`src/rtl/arpc_pkg.sv`:
```
// Shared types and constants of the ARP cache and responder.
// Used by arpc_ctrl, arpc_dp and arp_cache_and_responder_top; depends on nothing.
`default_nettype none

package arpc_pkg;

  // Table size default; the top level hands it down as a parameter.
  localparam int ARPC_TABLE_ENTRIES = 16;

  // Field widths.
  localparam int IP_W    = 32;
  localparam int MAC_W   = 48;
  localparam int MODE_W  = 2;
  localparam int HALF_W  = 16;
  localparam int CFG_IDX_W  = 2;
  localparam int CFG_DATA_W = 48;

  // Item modes.
  localparam logic [MODE_W-1:0] MODE_LOOKUP = 2'd0;
  localparam logic [MODE_W-1:0] MODE_ADD    = 2'd1;
  localparam logic [MODE_W-1:0] MODE_PACKET = 2'd2;

  // Packet checks.
  localparam logic [HALF_W-1:0] MIN_FRAME_LEN = 16'd42;
  localparam logic [HALF_W-1:0] HW_ETHERNET   = 16'h0001;
  localparam logic [HALF_W-1:0] PROTO_IPV4    = 16'h0800;
  localparam logic [HALF_W-1:0] OP_REQUEST    = 16'h0001;

  // Configuration register indexes.
  localparam logic [CFG_IDX_W-1:0] REG_OWN_IP  = 2'd0;
  localparam logic [CFG_IDX_W-1:0] REG_OWN_MAC = 2'd1;

  // Commands from the controller to the datapath.
  typedef struct packed {
    logic load;        // capture the accepted item
    logic scan_start;  // restart the table scan at entry zero
    logic scan_run;    // scan in progress
    logic wr_en;       // write the learnt entry
    logic out_load;    // load the result register
  } cmd_t;

  // Status from the datapath to the controller.
  typedef struct packed {
    logic hit;         // compare stage matched a valid entry
    logic miss_done;   // last entry compared without a match
    logic learn;       // current item writes the table
  } sts_t;

endpackage

`default_nettype wire

```
`src/rtl/arpc_ctrl.sv`:
```
// Controller of the ARP cache: sequences capture, scan, table write and result.
// Depends on arpc_pkg.
`default_nettype none

module arpc_ctrl
  import arpc_pkg::*;
(
  input  wire logic clk,
  input  wire logic rst,
  input  wire logic in_valid,
  output logic      in_ready,
  output logic      out_valid,
  input  wire logic out_ready,
  input  sts_t      sts,
  output cmd_t      cmd
);

  localparam logic [1:0] S_IDLE  = 2'd0;
  localparam logic [1:0] S_SCAN  = 2'd1;
  localparam logic [1:0] S_WRITE = 2'd2;
  localparam logic [1:0] S_DONE  = 2'd3;

  logic [1:0] state;
  logic [1:0] state_next;
  logic       out_valid_next;
  logic       in_xfer;
  logic       out_free;

  assign in_ready = (state == S_IDLE);
  assign in_xfer  = in_valid && in_ready;
  assign out_free = !out_valid || out_ready;

  // Next state and commands
  always_comb begin
    state_next     = state;
    cmd            = '0;
    cmd.scan_run   = (state == S_SCAN);
    case (state)
      S_IDLE: begin
        if (in_xfer) begin
          cmd.load       = 1'b1;
          cmd.scan_start = 1'b1;
          state_next     = S_SCAN;
        end
      end
      S_SCAN: begin
        if (sts.hit || sts.miss_done) begin
          state_next = sts.learn ? S_WRITE : S_DONE;
        end
      end
      S_WRITE: begin
        cmd.wr_en  = 1'b1;
        state_next = S_DONE;
      end
      S_DONE: begin
        if (out_free) begin
          cmd.out_load = 1'b1;
          state_next   = S_IDLE;
        end
      end
      default: begin
        state_next = S_IDLE;
      end
    endcase
  end

  // Hold the result until its transfer
  always_comb begin
    out_valid_next = out_valid;
    if (cmd.out_load) begin
      out_valid_next = 1'b1;
    end else if (out_ready) begin
      out_valid_next = 1'b0;
    end
  end

  always_ff @(posedge clk) begin
    if (rst) begin
      state     <= S_IDLE;
      out_valid <= 1'b0;
    end else begin
      state     <= state_next;
      out_valid <= out_valid_next;
    end
  end

  // An accepted item always starts a scan
  a_accept_scans: assert property (@(posedge clk) disable iff (rst)
    in_valid && in_ready |=> state == S_SCAN)
    else $error("accepted item did not start a scan");

  // A result is never loaded over one still waiting
  a_no_overwrite: assert property (@(posedge clk) disable iff (rst)
    cmd.out_load |-> (!out_valid || out_ready))
    else $error("result register overwritten");

  // A table write follows only a finished scan of a learning item
  a_write_after_scan: assert property (@(posedge clk) disable iff (rst)
    state == S_WRITE |-> $past(state) == S_SCAN && $past(sts.learn))
    else $error("table write without a preceding scan");

endmodule

`default_nettype wire

```
`src/rtl/arpc_dp.sv`:
```
// Datapath of the ARP cache: item and config registers, entry memory, valid
// bits, scan compare stage, round-robin slot and result register. Depends on arpc_pkg.
`default_nettype none

module arpc_dp
  import arpc_pkg::*;
#(
  parameter int TABLE_ENTRIES = ARPC_TABLE_ENTRIES
) (
  input  wire logic                  clk,
  input  wire logic                  rst,
  input  cmd_t                       cmd,
  output sts_t                       sts,
  input  wire logic [MODE_W-1:0]     mode,
  input  wire logic [IP_W-1:0]       ip_addr,
  input  wire logic [MAC_W-1:0]      mac_addr,
  input  wire logic [HALF_W-1:0]     frame_length,
  input  wire logic [HALF_W-1:0]     hw_type,
  input  wire logic [HALF_W-1:0]     proto_type,
  input  wire logic [HALF_W-1:0]     operation,
  input  wire logic [IP_W-1:0]       target_ip,
  input  wire logic                  cfg_wr,
  input  wire logic [CFG_IDX_W-1:0]  cfg_index,
  input  wire logic [CFG_DATA_W-1:0] cfg_data,
  output logic                       found,
  output logic [MAC_W-1:0]           found_mac,
  output logic                       reply_valid,
  output logic [MAC_W-1:0]           reply_mac,
  output logic [IP_W-1:0]            reply_ip
);

  localparam int IDX_W = (TABLE_ENTRIES > 1) ? $clog2(TABLE_ENTRIES) : 1;
  localparam logic [IDX_W-1:0] LAST = IDX_W'(TABLE_ENTRIES - 1);
  localparam int ENT_W = IP_W + MAC_W;

  // Configuration registers
  logic [IP_W-1:0]  own_ip;
  logic [MAC_W-1:0] own_mac;

  // Captured item, reduced to what the work needs
  logic             lookup_q;
  logic             learn_q;
  logic             reply_q;
  logic [IP_W-1:0]  ip_q;
  logic [MAC_W-1:0] mac_q;

  // Entry store and scan
  logic [ENT_W-1:0]         mem [TABLE_ENTRIES];
  logic [TABLE_ENTRIES-1:0] entry_valid;
  logic [ENT_W-1:0]         rd_data;
  logic [IDX_W-1:0]         cnt;
  logic                     issue_on;
  logic                     cmp_en;
  logic [IDX_W-1:0]         cmp_idx;
  logic [IDX_W-1:0]         next_slot;
  logic                     hit_flag;
  logic [IDX_W-1:0]         hit_idx;
  logic [MAC_W-1:0]         hit_mac;
  logic [IDX_W-1:0]         wr_addr;
  logic                     pkt_ok;
  logic                     cmp_hit;

  // Classify the incoming item
  assign pkt_ok = (mode == MODE_PACKET) && (frame_length >= MIN_FRAME_LEN)
                  && (hw_type == HW_ETHERNET) && (proto_type == PROTO_IPV4);

  always_ff @(posedge clk) begin
    if (rst) begin
      own_ip  <= '0;
      own_mac <= '0;
    end else if (cfg_wr) begin
      if (cfg_index == REG_OWN_IP) begin
        own_ip <= cfg_data[IP_W-1:0];
      end else if (cfg_index == REG_OWN_MAC) begin
        own_mac <= cfg_data[MAC_W-1:0];
      end
    end
  end

  // Capture the item
  always_ff @(posedge clk) begin
    if (cmd.load) begin
      lookup_q <= (mode == MODE_LOOKUP);
      learn_q  <= (mode == MODE_ADD) || pkt_ok;
      reply_q  <= pkt_ok && (operation == OP_REQUEST) && (target_ip == own_ip);
      ip_q     <= ip_addr;
      mac_q    <= mac_addr;
    end
  end

  // Issue one read per cycle; compare the returned entry in the following cycle
  assign cmp_hit = cmp_en && entry_valid[cmp_idx] && (rd_data[ENT_W-1:MAC_W] == ip_q);
  assign sts.hit       = cmp_hit;
  assign sts.miss_done = cmp_en && (cmp_idx == LAST) && !cmp_hit;
  assign sts.learn     = learn_q;

  always_ff @(posedge clk) begin
    if (rst) begin
      issue_on <= 1'b0;
      cmp_en   <= 1'b0;
      cnt      <= '0;
    end else begin
      cmp_en <= issue_on && cmd.scan_run;
      if (cmd.scan_start) begin
        cnt      <= '0;
        issue_on <= 1'b1;
      end else if (issue_on && cmd.scan_run) begin
        if (cnt == LAST) begin
          issue_on <= 1'b0;
        end else begin
          cnt <= cnt + 1'b1;
        end
      end
    end
  end

  always_ff @(posedge clk) begin
    cmp_idx <= cnt;
  end

  // Record the first match of the scan
  always_ff @(posedge clk) begin
    if (rst) begin
      hit_flag <= 1'b0;
    end else if (cmd.scan_start) begin
      hit_flag <= 1'b0;
    end else if (cmd.scan_run && cmp_hit) begin
      hit_flag <= 1'b1;
    end
  end

  always_ff @(posedge clk) begin
    if (cmd.scan_run && cmp_hit) begin
      hit_idx <= cmp_idx;
      hit_mac <= rd_data[MAC_W-1:0];
    end
  end

  // Update the matching entry, else take the round-robin slot
  assign wr_addr = hit_flag ? hit_idx : next_slot;

  always_ff @(posedge clk) begin
    if (cmd.wr_en) begin
      mem[wr_addr] <= {ip_q, mac_q};
    end
    rd_data <= mem[cnt];
  end

  always_ff @(posedge clk) begin
    if (rst) begin
      entry_valid <= '0;
      next_slot   <= '0;
    end else if (cmd.wr_en && !hit_flag) begin
      entry_valid[next_slot] <= 1'b1;
      next_slot <= (next_slot == LAST) ? '0 : next_slot + 1'b1;
    end
  end

  // Result register
  always_ff @(posedge clk) begin
    if (cmd.out_load) begin
      found       <= lookup_q && hit_flag;
      found_mac   <= (lookup_q && hit_flag) ? hit_mac : '0;
      reply_valid <= reply_q;
      reply_mac   <= reply_q ? mac_q : '0;
      reply_ip    <= reply_q ? ip_q : '0;
    end
  end

  // The round-robin slot stays inside the table
  a_slot_range: assert property (@(posedge clk) disable iff (rst)
    next_slot <= LAST)
    else $error("round-robin slot out of range");

  // An insertion leaves its slot valid
  a_insert_valid: assert property (@(posedge clk) disable iff (rst)
    cmd.wr_en && !hit_flag |=> entry_valid[$past(next_slot)])
    else $error("inserted entry not marked valid");

  // The table is never written while it is being scanned
  a_no_write_in_scan: assert property (@(posedge clk) disable iff (rst)
    cmd.wr_en |-> !cmd.scan_run)
    else $error("table write during scan");

endmodule

`default_nettype wire

```
`src/rtl/arp_cache_and_responder_top.sv`:
```
// Top level of the ARP cache and responder: controller plus datapath.
// Depends on arpc_pkg, arpc_ctrl and arpc_dp.
//
// Every accepted item gives one result. An item is accepted only when the
// block is idle; it then scans the table one entry per cycle from index
// zero through the single read port of the entry memory, stopping at the
// first valid match, then writes the table in add or learn mode and
// waits, if needed, for the result register to drain before loading the
// result. The next item is taken as soon as the result is loaded.
// own_ip and own_mac are written over the configuration channel (index
// 0 and 1, always ready); own_mac is stored but appears in no result.
// No clearing pass runs after reset.
`default_nettype none

module arp_cache_and_responder_top
  import arpc_pkg::*;
#(
  parameter int TABLE_ENTRIES = ARPC_TABLE_ENTRIES
) (
  input  wire logic                  clk,
  input  wire logic                  rst,
  input  wire logic                  in_valid,
  output logic                       in_ready,
  input  wire logic [MODE_W-1:0]     mode,
  input  wire logic [IP_W-1:0]       ip_addr,
  input  wire logic [MAC_W-1:0]      mac_addr,
  input  wire logic [HALF_W-1:0]     frame_length,
  input  wire logic [HALF_W-1:0]     hw_type,
  input  wire logic [HALF_W-1:0]     proto_type,
  input  wire logic [HALF_W-1:0]     operation,
  input  wire logic [IP_W-1:0]       target_ip,
  output logic                       out_valid,
  input  wire logic                  out_ready,
  output logic                       found,
  output logic [MAC_W-1:0]           found_mac,
  output logic                       reply_valid,
  output logic [MAC_W-1:0]           reply_mac,
  output logic [IP_W-1:0]            reply_ip,
  input  wire logic                  cfg_valid,
  output logic                       cfg_ready,
  input  wire logic [CFG_IDX_W-1:0]  cfg_index,
  input  wire logic [CFG_DATA_W-1:0] cfg_data
);

  cmd_t cmd;
  sts_t sts;

  // Configuration writes are taken at once
  assign cfg_ready = 1'b1;

  arpc_ctrl u_ctrl (
    .clk       (clk),
    .rst       (rst),
    .in_valid  (in_valid),
    .in_ready  (in_ready),
    .out_valid (out_valid),
    .out_ready (out_ready),
    .sts       (sts),
    .cmd       (cmd)
  );

  arpc_dp #(
    .TABLE_ENTRIES (TABLE_ENTRIES)
  ) u_dp (
    .clk          (clk),
    .rst          (rst),
    .cmd          (cmd),
    .sts          (sts),
    .mode         (mode),
    .ip_addr      (ip_addr),
    .mac_addr     (mac_addr),
    .frame_length (frame_length),
    .hw_type      (hw_type),
    .proto_type   (proto_type),
    .operation    (operation),
    .target_ip    (target_ip),
    .cfg_wr       (cfg_valid && cfg_ready),
    .cfg_index    (cfg_index),
    .cfg_data     (cfg_data),
    .found        (found),
    .found_mac    (found_mac),
    .reply_valid  (reply_valid),
    .reply_mac    (reply_mac),
    .reply_ip     (reply_ip)
  );

endmodule

`default_nettype wire
```
`config.mk`:
```
export PLATFORM = sky130hd
export DESIGN_NAME = arp_cache_and_responder_top
export DESIGN_NICKNAME = d
export VERILOG_FILES = /design/src/rtl/arpc_pkg.sv /design/src/rtl/arpc_ctrl.sv /design/src/rtl/arpc_dp.sv /design/src/rtl/arp_cache_and_responder_top.sv
export SDC_FILE = /design/constraint.sdc
export NUM_CORES = 2
export LEC_CHECK = 0
export BUFFER_PORTS_ARGS = -buffer_cell sky130_fd_sc_hd__buf_2
export CORE_MARGIN = 2
export CORE_UTILIZATION = 30
export DETAILED_ROUTE_END_ITERATION = 10
export PLACE_DENSITY = 0.55
export SYNTH_ARGS = -nofsm -noshare
export SYNTH_HDL_FRONTEND = slang
export SYNTH_SLANG_ARGS = --single-unit
```
`constraint.sdc`:
```
create_clock -name clk -period 9.6 [get_ports clk]
set_clock_uncertainty 0.2 [all_clocks]
set_input_delay 1.44 -clock clk [delete_from_list [all_inputs] [get_ports clk]]
set_output_delay 1.44 -clock clk [all_outputs]
set_load 0.02 [all_outputs]
```
==> results by group <==
Run status
  – Status: finished, final reports clean

Floorplan
  – Row cnt: around 170
  – Chip Width: 459 um
  – IO Count: around 370
  – Die ar.: around 210,000 sq um
  – Die H: 459 um
  – Initial Util: a little under a third
  – Core area: between 200,000 and 250,000 sq um

Setup path
  – Setup CP Type: reg -> reg
  – Crit path DAT: 4.71 ns
  – Worst path required time: 9.84 ns
  – R2r startpoint: u_dp.ip_q[31]$_DFFE_PP_
  – Critical R2R Capture: u_dp.hit_mac[41]$_DFFE_PP_
  – Worst Setup Start Kind: register
  – CP Max Fanout: 34
  – Critical Path Start: u_dp.ip_q[31]$_DFFE_PP_
  – Reg2Reg Depth: 6
  – Worst setup endpoint: u_dp.hit_mac[41]$_DFFE_PP_
  – Crit. End Element: register
  – R2R Setup Slk: 5.12 ns

Yosys
  – FFs w/ async S/R, synth: 0%
  – Number of flops mapped to enable cells by yosys: 1,545
  – Synth Area in XOR/XNOR: less than 1%
  – Yosys warns: 0
  – Adder-Cell Fraction of Synth Area: less than 1%
  – Largest family of logic cells by synthesized area: multiplexers
  – Cells after Synth: ~2,700
  – Post-Syn Area: 62,100 sq um
  – Post-synthesis sequential area ratio: 79.4%
  – Area leader, netlist: edfxtp_1
  – Complex-gate fraction of the synthesized area: 0.703%
  – Post-synthesis simple-gate area fraction: 2.73%
  – Post-synthesis mux area share: 14.7%
  – Yosys reg bits: 1,691
  – Synth cell types: between 40 and 50
  – Synth top area cells: edfxtp_1, mux4_2, dfxtp_1
  – Post-synth net total: 2,953
  – Area fraction of the dominant cell type after synthesis: between 70% and 80%
  – Syn Area/Cell: 22.9 sq um
  – Most used DFF post-synth: edfxtp_1

Layout
  – Area grow syn2layout: 17.5%
  – Number of nets in the layout: 3,419
  – Final core utilization: 35.5%
  – Layout cells sized above 1: approximately a third

Pwr
  – LEAKAGE: roughly 0.023 uW
  – Pwr Density: 237 nW/um^2
  – Worst vdd ir: 0.201 mV
  – Pwr Total: approximately 17,000 uW

Drt
  – Post-route DRC: 0
  – Vias per cell: 4.75
  – Routed wire per std cell: 25.0 um
  – Routed Antenna Nets: 0
  – DRT Pass-1 Iters: 5
  – Starting DRT DRC Count: about 2,800
  – Routed wire length: 151,000 um
  – Routed via count: 28,600

CTS
  – Htree depth: 4
  – CTS tree: yes
  – CTS resizes: 0
  – Clock Pin Slew Worst Setup and Hold Paths: around 0.060 ns
  – Post-CTS Setup Repair Bufs: 0
  – Sink Count: 1,691
  – CTS root buffer: clkbuf_16
  – Largest buffer count on any clock path: 3
  – Worst-skew pair later-pin latency: 0.83 ns
  – CTS Hold Bufs: 0
  – Cts bufs inserted: 182

Global routing
  – Largest net degree at the start of global routing: 125
  – First-pass GRT wire length: 214,000 um
  – Grt total ovfl: 0
  – Vias in the first global route: between 20,000 and 30,000
  – Global Route Usage Sum: 14.1%
  – Initial antenna violation count: 17

Placed design
  – Dpl hpwl: 79,200 um
  – Port Buffers: roughly 350
  – GPL Wtd Cong: between 0.7 and 0.8

STA
  – Fmax: between 200 and 250 MHz
  – Endpoints failing setup: 0
  – Period utilization: 46.6%
  – RSZ-0062 raised after global routing: false
  – Slew at the pin closest to its max-slew limit: 1.11 ns
  – Relative slew slack: a little over a quarter
  – Setup_tns: 0 ns
  – Final hold violations: 0
  – Post-layout min period: 4.48 ns
  – Slew Limit Fails: 0

Min path
  – Worst Hold Class: reg -> reg

Flow run
  – Max Cap Viol: 0
==> cells in the mapped netlist, drive strengths merged (7+ instances only) <==
master / number
xor2: 18
nand4: 17
nor2b: 7
edfxtp: 1545
dfxtp: 146
and2: 85
nand2: 76
a31oi: 15
buf: 53
xnor2: 50
clkbuf: 74
and3: 50
a21oi: 43
nor2: 51
nor4: 17
inv: 10
ha: 9
mux4: 404
==> cell type report <==
| class | count | area, sq um |
|---|---|---|
| Clock inverter | 82 | 813 |
| Tap cell | 2688 | 3360 |
| Clock buffer | 255 | 4980 |
| Inverter | 10 | 37.5 |
| Multi-Input combinational cell | 883 | 12100 |
| Timing Repair Buffer | 409 | 2250 |
| Sequential cell | 1691 | 49300 |
| Antenna cell | 7 | 17.5 |
| Fill cell | 18900 | 132000 |
==> through the flow <==
step / hold slack [ns] / setup WS [ns] / area (sq um) / instances
after CTS: 0.187 / 5.11 / 72900 / 6018
after global routing: 0.208 / 4.97 / 72900 / 6020
after detailed placement: 0.189 / 5.12 / 67100 / 5681
final: 0.199 / 5.12 / 72900 / 6025
after global placement: 0.187 / 5.10 / 67100 / 5681
after floorplan: 0.144 / 1.51 / 62100 / 2711
==> metal layers <==
metal	share of wire, %	up-vias	GRT usage (%)
li1	-	12200	-
met1	44	15300	19.3
met2	48	920	23.0
met3	5.8	215	2.61
met4	2.4	8	4.30
met5	0.030	-	0
==> worst min path at each step <==
| stage | cells past startpoint | endpoint | slack (ns) | startpoint |
|---|---|---|---|---|
| 6_report | 0 | u_dp.hit_mac[19]$_DFFE_PP_ | 0.20 | u_dp.rd_data[19]$_DFF_P_ |
| 5_1_grt | 0 | u_dp.hit_mac[11]$_DFFE_PP_ | 0.21 | u_dp.rd_data[11]$_DFF_P_ |
| 4_1_cts | 0 | u_dp.hit_mac[38]$_DFFE_PP_ | 0.19 | u_dp.rd_data[38]$_DFF_P_ |
| 3_5_place_dp | 0 | u_dp.hit_mac[38]$_DFFE_PP_ | 0.19 | u_dp.rd_data[38]$_DFF_P_ |
| 3_3_place_gp | 0 | u_dp.hit_mac[12]$_DFFE_PP_ | 0.19 | u_dp.rd_data[12]$_DFF_P_ |
| 2_1_floorplan | 0 | u_dp.cmp_idx[3]$_DFF_P_ | 0.14 | u_dp.cnt[3]$_SDFFE_PP0P_ |
==> critical path, cell delays in order (launching register included) <==
cell,delay (ns)
edfxtp_1,0.68
xor2_1,0.28
nor4_1,0.77
and3_1,0.30
nand4_1,0.38
nor2_4,0.66
buf_4,0.72
==> sequential cells by signal, indices dropped and copies added, names as in the netlist, 2 cells and up <==
signal	flops
u_dp.rd_data	80
u_dp.hit_idx	4
u_dp.hit_mac	48
u_dp.reply_mac	48
u_dp.entry_valid	16
u_dp.found_mac	48
u_dp.reply_ip	32
u_dp.next_slot	4
u_ctrl.state	2
u_dp.mem	1280
u_dp.mac_q	48
u_dp.cnt	4
u_dp.own_ip	32
u_dp.cmp_idx	4
u_dp.ip_q	32
==> cells in the final DEF (no fill, tap or decap), types with 7 or more instances in the layout <==
| master | n |
|---|---|
| diode_2 | 7 |
| a21oi_1 | 43 |
| and3_1 | 50 |
| clkbuf_16 | 183 |
| nand4_1 | 17 |
| edfxtp_1 | 1545 |
| xnor2_1 | 50 |
| nand2_1 | 76 |
| and2_1 | 84 |
| xor2_1 | 18 |
| buf_2 | 347 |
| dfxtp_1 | 141 |
| nor4_1 | 17 |
| clkbuf_8 | 13 |
| nor2_4 | 17 |
| clkinv_2 | 28 |
| mux4_2 | 402 |
| nor2_1 | 34 |
| inv_1 | 10 |
| ha_1 | 9 |
| clkinvlp_4 | 7 |
| buf_4 | 58 |
| clkbuf_1 | 59 |
| clkinv_16 | 7 |
| clkinv_1 | 23 |
| a31oi_1 | 15 |
==> kinds of logic (layout without fill, tap and decap cells) <==
family | count (synthesis) | in the layout
buf+inv | 137 | 756
flops | 1691 | 1691
xor+xnor | 68 | 68
other cells | 1 | 8
compound gates | 75 | 75
mux | 409 | 409
fa+ha+maj | 9 | 9
simple gates | 321 | 321
==> report_power, final <==
group	internal [uW]	total, uW	leakage, uW	switching (uW)
combinational	566	1260	0.00490	692
clock	3820	6750	0.00280	2930
sequential	8810	9290	0.0152	483
total	13200	17300	0.0229	4110
(Power assumes the default switching activity.)
